===== config.mk =====
export PLATFORM = sky130hd
export DESIGN_NAME = gfa_mul
export DESIGN_NICKNAME = d
export VERILOG_FILES = /design/src/hdl/gfa_pkg.sv /design/src/hdl/gfa_mul.sv
export SDC_FILE = /design/constraint.sdc
export NUM_CORES = 2
export LEC_CHECK = 0
export ABC_AREA = 1
export ABC_CLOCK_PERIOD_IN_PS = 14100
export BUFFER_PORTS_ARGS = -buffer_cell sky130_fd_sc_hd__buf_2
export CAP_MARGIN = 10
export CORE_AREA = 2 2 214 426
export DETAILED_ROUTE_END_ITERATION = 7
export DIE_AREA = 0 0 216 428
export PLACE_DENSITY = 0.7
export SLEW_MARGIN = 20
export SYNTH_ARGS = -nofsm -noshare
export SYNTH_HDL_FRONTEND = slang
export SYNTH_SLANG_ARGS = --single-unit

===== constraint.sdc =====
create_clock -name clk_i -period 14.1 [get_ports clk_i]
set_input_delay 3.525 -clock clk_i [delete_from_list [all_inputs] [get_ports clk_i]]
set_output_delay 3.525 -clock clk_i [all_outputs]
set_load 0.02 [all_outputs]

===== src/hdl/gfa_pkg.sv =====
// shared types and constants of the gravity force accumulator
package gfa_pkg;

  // input item: one body paired with one attracting sun
  typedef struct packed {
    logic signed [31:0] body_x;
    logic signed [31:0] body_y;
    logic        [23:0] body_mass;
    logic signed [31:0] source_x;
    logic signed [31:0] source_y;
    logic               last_source;
  } in_item_t;

  // result item: summed force of one body
  typedef struct packed {
    logic signed [47:0] force_x;
    logic signed [47:0] force_y;
    logic               saturated;
  } out_item_t;

  localparam int unsigned MUL_W   = 33;   // multiplier operand width
  localparam int unsigned PROD_W  = 2 * MUL_W;
  localparam int unsigned REM_W   = 100;  // compare-subtract width
  localparam int unsigned DEN_W   = 99;   // r^3
  localparam int unsigned NUM_W   = 81;   // masses times offset
  localparam int unsigned QUO_W   = 47;   // unclipped quotient bits
  localparam int unsigned SUM_W   = 48;
  localparam int unsigned CNT_W   = 6;

  localparam logic [CNT_W-1:0] SQRT_LAST_STEP = CNT_W'(32);
  localparam logic [CNT_W-1:0] DIV_LAST_STEP  = CNT_W'(QUO_W - 1);

  localparam logic [23:0]       SUN_MASS_RST = 24'd10000;
  localparam logic [SUM_W-1:0]  POS_MAX      = {1'b0, {(SUM_W-1){1'b1}}};
  localparam logic [SUM_W-1:0]  NEG_MIN      = {1'b1, {(SUM_W-1){1'b0}}};

endpackage


===== src/hdl/gfa_mul.sv =====
// registered 33x33 unsigned multiplier shared by all product steps
module gfa_mul
  import gfa_pkg::*;
(
  input  logic              clk_i,
  input  logic [MUL_W-1:0]  a_i,
  input  logic [MUL_W-1:0]  b_i,
  output logic [PROD_W-1:0] p_o
);

  logic [PROD_W-1:0] p_q;

  always_ff @(posedge clk_i) begin
    p_q <= PROD_W'(a_i) * PROD_W'(b_i);
  end

  assign p_o = p_q;

endmodule


==> results.sh <==
export IMPL_ys_ff_latch=66
export IMPL_critPathKind="in2reg"
export IMPL_grtUsageTotal_pct=27.03
export IMPL_drc=0
export IMPL_status="completed"
export IMPL_start_util_pct=44.63
export IMPL_ys_seq_area_share_pct=3.318
export IMPL_synth_warnings=0
export IMPL_wl_met1_um=37240
export IMPL_hold_path_class="in2reg"
export IMPL_postSynthAreaPerCell_sq_um=7.366
export IMPL_dr_pass1_iters=6
export IMPL_endpoint_kind="flip-flop"
export IMPL_syn_area_sq_um=39820
export IMPL_cts_sinks=66
export IMPL_max_cap_violations=0
export IMPL_wl_met3_um=4767
export IMPL_clkTransAtPathRegs_ns=0.06
export IMPL_synthCells=5406
export IMPL_synthesis_nets=6696
export IMPL_cp_data_arrival_time_ns=10.80
export IMPL_max_freq_mhz=94.24
export IMPL_layout_min_cycle_time_ns=10.61
export IMPL_dp_hpwl_um=102400
export IMPL_detail_route_iter0_violations=1866
export IMPL_critPathBufInv=7
export IMPL_crit_fanout=33
export IMPL_grt_max_degree=34
export IMPL_tns_ns=0
export IMPL_place_congestion=0.9880
export IMPL_cts_tree="done"
export IMPL_coreArea_sq_um=89210
export IMPL_drtAntennaViolNets=0
export IMPL_cp_cell_sequence="buf_2 -> nand2_1 -> fa_1 -> fa_1 -> fa_1 -> fa_1 -> inv_1 -> fa_1 -> fa_1 -> fa_1 -> inv_1 -> fa_1 -> inv_1 -> ha_1 -> nand2_1 -> nor2_1 -> inv_2 -> nor2_4 -> inv_2 -> o21bai_2 -> inv_1 -> nand2_1 -> xor2_1"
export IMPL_slowest_delay_ns=0.69
export IMPL_h_tree_depth=3
export IMPL_cts_buffer_depth=2
export IMPL_setup_viol_count_final=0
export IMPL_viasPerCell=4.960
export IMPL_gr_total_overflow=0
export IMPL_slew_limit_headroom_pct=33.71
export IMPL_yosys_area_top_type="fa_1"
export IMPL_cts_resized=0
export IMPL_cts_buffers=9
export IMPL_rsz0062_at_grt="no"
export IMPL_timing_max_transition_violations_final=0
export IMPL_antenna_found_initial=7
export IMPL_die_w_um=216
export IMPL_layout_commonest_cell="inv_1"
export IMPL_dieArea_sq_um=92450
export IMPL_dr_max_layer_used="met5"
export IMPL_via_count=32240
export IMPL_cts_root_buffer="clkbuf_16"
export IMPL_largest_reg_flops=66
export IMPL_fin_crit_sh_pct=75.26
export IMPL_drive_gt1_share_pct=4.155
export IMPL_grt_pass1_vias=35840
export IMPL_ctsHoldBuffers=0
export IMPL_ys_types=29
export IMPL_port_buffers=132
export IMPL_post_drt_wl_per_cell_um=18.68
export IMPL_synthDominantCellAreaShare_pct=48.16
export IMPL_startpoint_type="primary input"
export IMPL_required_ns=14.28
export IMPL_cp_slowest_cell="buf_2"
export IMPL_ios=133
export IMPL_tightest_slew_ns=0.9944
export IMPL_ys_top_cells_by_area="fa_1 (48%), inv_1 (18%), nand2_1 (16%)"
export IMPL_hold_viol_final=0
export IMPL_die_y_um=428
export IMPL_critPathTopFamily="adder cells"
export IMPL_drt_total_wl_um=121400
export IMPL_wl_met2_um=67000
export IMPL_fin_nets=6604
export IMPL_layout_common_cells="inv_1 (1892), nand2_1 (1652), fa_1 (958)"
export IMPL_cts_setup_buffers=0
export IMPL_grt_first_pass_wirelength_um=190000
export IMPL_area_growth_pct=4.201
export IMPL_rows=155
export IMPL_cp_common_cell="fa_1"
per-stage QoR:
stage          utilization, %  setup WS [ns]  area [sq um]  hold WS (ns)  cells
6_report                46.51          3.489         41490         3.757   6500
5_1_grt                 46.50          3.384         41480         3.772   6497
4_1_cts                 46.50          3.554         41480         3.762   6496
3_5_place_dp            46.16          3.229         41180         3.940   6480
3_3_place_gp            46.16          3.229         41180         3.941   6480
2_1_floorplan               -          4.516         39820         3.794   5406
cell usage after synthesis, drive strengths merged:
cell    instances
and3            1
dfxtp          66
xnor2           5
o21bai         10
nand2        1657
nor3           14
xor2           31
o211ai          1
nand4          13
nor2          111
nand3          59
fa            958
clkbuf        264
and3b           1
nor4            1
ha            265
and2            1
a21oi          42
inv          1902
o21ai           4
final timing paths:
kind	startpoint	end	slack, ns	cells past startpoint
max	b_i[9]	p_o[34]	3.49	23
min	b_i[0]	p_o[0]	3.76	3
cell families after synthesis:
logic type	synth area share, %
AND/OR/NAND/NOR	18.18
flip-flops	3.318
AO/OA/AOI/OAI	0.8044
buffers and inverters	20.42
XOR/XNOR	0.7918
adder cells (fa/ha/maj)	56.49
layout make-up:
type	instances	area [sq um]
Clock buffer	9	225.2
Fill cell	9030	47720
Timing Repair Buffer	161	878.3
Clock inverter	7	77.57
Antenna cell	4	10.01
Tap cell	1177	1473
Inverter	1902	7139
Multi-Input combinational cell	3174	30370
Sequential cell	66	1321
layer usage:
metal,global-route usage (%),vias up
met2,51.85,1278
li1,-,14330
met4,22.69,4
met1,25.47,16010
met3,2.350,618
met5,0,-
Power is left out: the tool's default activity adds up to more than one toggle a clock period on the data nets, which glitch-free logic cannot reach.
