**config.mk**
```make
export PLATFORM = sky130hd
export DESIGN_NAME = gfa_csub
export DESIGN_NICKNAME = d
export VERILOG_FILES = /design/src/hdl/gfa_pkg.sv /design/src/hdl/gfa_csub.sv
export SDC_FILE = /design/constraint.sdc
export NUM_CORES = 1
export LEC_CHECK = 0
export ABC_AREA = 1
export BUFFER_PORTS_ARGS = -buffer_cell sky130_fd_sc_hd__buf_2
export CELL_PAD_IN_SITES_DETAIL_PLACEMENT = 1
export CELL_PAD_IN_SITES_GLOBAL_PLACEMENT = 2
export CORE_UTILIZATION = 25
export DETAILED_ROUTE_END_ITERATION = 6
export PLACE_DENSITY_LB_ADDON = 0.15
export SYNTH_ARGS = -nofsm -noshare
export SYNTH_HDL_FRONTEND = slang
export SYNTH_SLANG_ARGS = --single-unit
```
**constraint.sdc**
```tcl
create_clock -name vclk -period 3.03
set_clock_uncertainty 0.1 [all_clocks]
set_input_delay 0.4545 -clock vclk [all_inputs]
set_output_delay 0.4545 -clock vclk [all_outputs]
set_load 0.02 [all_outputs]
```
**src/hdl/gfa_pkg.sv**
```systemverilog
// shared types and constants of the gravity force accumulator
package gfa_pkg;

  // input item: one body paired with one attracting sun
  typedef struct packed {
    logic signed [31:0] body_x;
    logic signed [31:0] body_y;
    logic        [23:0] body_mass;
    logic signed [31:0] source_x;
    logic signed [31:0] source_y;
    logic               last_source;
  } in_item_t;

  // result item: summed force of one body
  typedef struct packed {
    logic signed [47:0] force_x;
    logic signed [47:0] force_y;
    logic               saturated;
  } out_item_t;

  localparam int unsigned MUL_W   = 33;   // multiplier operand width
  localparam int unsigned PROD_W  = 2 * MUL_W;
  localparam int unsigned REM_W   = 100;  // compare-subtract width
  localparam int unsigned DEN_W   = 99;   // r^3
  localparam int unsigned NUM_W   = 81;   // masses times offset
  localparam int unsigned QUO_W   = 47;   // unclipped quotient bits
  localparam int unsigned SUM_W   = 48;
  localparam int unsigned CNT_W   = 6;

  localparam logic [CNT_W-1:0] SQRT_LAST_STEP = CNT_W'(32);
  localparam logic [CNT_W-1:0] DIV_LAST_STEP  = CNT_W'(QUO_W - 1);

  localparam logic [23:0]       SUN_MASS_RST = 24'd10000;
  localparam logic [SUM_W-1:0]  POS_MAX      = {1'b0, {(SUM_W-1){1'b1}}};
  localparam logic [SUM_W-1:0]  NEG_MIN      = {1'b1, {(SUM_W-1){1'b0}}};

endpackage

```
**src/hdl/gfa_csub.sv**
```systemverilog
// compare-subtract step shared by the square root and the divider
module gfa_csub
  import gfa_pkg::*;
(
  input  logic [REM_W-1:0] a_i,
  input  logic [REM_W-1:0] b_i,
  output logic             ge_o,
  output logic [REM_W-1:0] diff_o
);

  logic [REM_W:0] full;

  assign full   = {1'b0, a_i} - {1'b0, b_i};
  assign ge_o   = ~full[REM_W];
  assign diff_o = full[REM_W-1:0];

endmodule

```
==> results.toml <==
[global_route]
grt_max_degree = 8
grt_pass1_wl_mm = 89.5
track_usage = 0.283
antenna_found_initial = 1
grt_pass1_vias = 15600
overflow = 0

[hold_path]
min_path_type = "primary input to primary output"
hold_depth = 4
min_from = "b_i[0]"
min_to = "diff_o[0]"

[layout]
seqCellArea_sq_um = 0
nClkBuffers = 0
nFlopsAndLatches = 0
drive_gt1_frac = 0.402
final_nets = 3167
area_delta_synth_final_pct = 68.2

[floorplanning]
initial_core_util = 0.254
die_w_microns = 206
core_area_sq_mm = 0.0409
ios = 301
die_h_microns = 206
die_area_sq_mm = 0.0424
num_rows = 74

[yosys]
yosys_warnings = 0
synth_cell_types = 30
syn_nets = 2554
synth_top_area_frac = 0.334
synth_common_cells = "924 x nand2_1, 607 x inv_1, 209 x nor2_1, 100 x ha_1, 95 x a21oi_1"
yosys-top-cells-area = "nand2_1 33%, inv_1 22%, ha_1 12%"
synthCells = 2253
synth_area_leader_cell = "nand2_1"
yosysMostFrequentCell = "nand2_1"
avgSynthCellArea_sq_um = 4.61
ys_seq_area_frac = 0
syn_area_sq_mm = 0.0104

[sta]
worst_pin_slew_ns = 0.324
hold_violations = 0
rsz0062_at_grt = "yes"
maxSlewViolCount = 0
min_period_ns = 2.99
finalCritPeriodShare = 0.987
finalWorstSetupSlack_ns = 0.0398
fmax_mhz = 334
slew_headroom = 0.783
setup_viol = 0

[route]
routedWlPerCell_microns = 18.7
vias_per_cell = 4.57
drt-initial-drc-count = 641
dr.pass1.iters = 5
wirelength_mm = 63.6
ant_nets = 0
drc = 0
dr_total_vias = 15500

[pwr]
pwr-share-comb = 1.000
power.switching_mw = 2.51
peakVddDrop_mv = 0.138
power.share.clock = 0
switching_share = 0.603
p_int_mw = 1.65
leakage_nw = 10.3
power_mw = 4.17
p_per_area_mw_per_mm2 = 239
seqPwrFrac = 0

[critical_path]
startpoint_type = "primary input"
required_ns = 2.48
cp-end-kind = "primary output"
critPathArrivalTime_ns = 2.44
cp_max_fo = 3
path_class = "primary input to primary output"

[place]
finalWeightedCongestion = 0.973
hpwl_mm = 57.2
io_buffers = 301
post-place-ws_ns = -0.262

[outcome]
status = "complete, no violations"

[clocking]
hold_buffers = 0

[job]
drv_cap = 0
## final cells by class
| type | instances | area, sq um |
|---|---|---|
| Tap cell | 532 | 666 |
| Fill cell | 5811 | 23500 |
| Timing Repair Buffer | 611 | 4020 |
| Antenna cell | 1 | 2.50 |
| Inverter | 613 | 2300 |
| Multi-Input combinational cell | 1640 | 10500 |
## repair_timing
action | 4_1_cts | 5_1_grt
buffers inserted | 2 | 12
endpoints found under the setup margin | 72 | 76
pin swaps | 15 | 80
gates resized for setup | 139 | 512
## critical path: stages
cell and delay, ns:
buf_2 0.08, inv_1 0.03, ha_2 0.19, fa_2 0.44, nor2_4 0.15, or2_4 0.15, nand2_1 0.08, nand3_2 0.10
nand2_2 0.07, nor2_1 0.11, nor2_2 0.06, buf_4 0.16, xnor2_2 0.18, buf_4 0.18
## stage by stage
stage	utilization	instances	hold slack, ns	area, sq um	setup TNS, ns
6_report	0.427	3397	1.20	17500	0
5_1_grt	0.427	3396	1.22	17500	-0.734
4_1_cts	0.373	3384	1.20	15300	-0.0417
3_5_place_dp	0.361	3382	1.18	14800	-8.83
3_3_place_gp	0.361	3382	1.17	14800	-7.38
2_1_floorplan	-	2253	0.991	10400	0
## cell families (layout without fill, tap and decap cells)
family	Yosys count	in the layout	synth area share
and+or+nand+nor	1334	1334	0.529
buffers and inverters	613	1224	0.221
AOI/OAI and AO/OA	145	145	0.0765
adders and majority gates	101	101	0.122
xor gates and xnor gates	60	60	0.0506
other	0	1	0
## worst max-delay path by stage
stage	from	to	slack, ns	cells past startpoint
detailed placement	b_i[28]	diff_o[61]	-0.26	16
global placement	b_i[24]	diff_o[63]	-0.24	16
global route	b_i[17]	diff_o[52]	-0.08	16
CTS	a_i[25]	diff_o[61]	-0.04	15
finish	a_i[0]	diff_o[52]	0.04	14
floorplan	a_i[0]	diff_o[64]	0.32	13
## power groups by stage
| stage | Combinational [mW] | Sequential, mW | Clock, mW |
|---|---|---|---|
| after global routing | 4.48 | 0 | 0 |
| after detailed placement | 3.49 | 0 | 0 |
| final | 4.17 | 0 | 0.0000000217 |
| after CTS | 3.63 | 0 | 0 |
| after global placement | 3.45 | 0 | 0 |
| after floorplan | 1.79 | 0 | 0 |
## layer usage
metal,vias to the layer above,GRT usage,share of wire
met1,7368,0.398,0.48
met3,43,0.0306,0.043
met4,0,0.0481,0.019
li1,7827,-,-
met5,-,0,0
met2,280,0.466,0.46
## cell usage in the layout, fill, tap and decap left out, types with 22 or more instances in the layout
cell,instances
buf_4,337
inv_2,22
nor2_4,47
nand2_1,755
nand3_1,70
inv_1,590
nor2_1,105
a21oi_1,41
xor2_1,45
a21oi_2,52
ha_4,67
nand3_2,23
ha_1,23
nand2_2,174
buf_2,255
nor2_2,81
(Power assumes the default switching activity.)
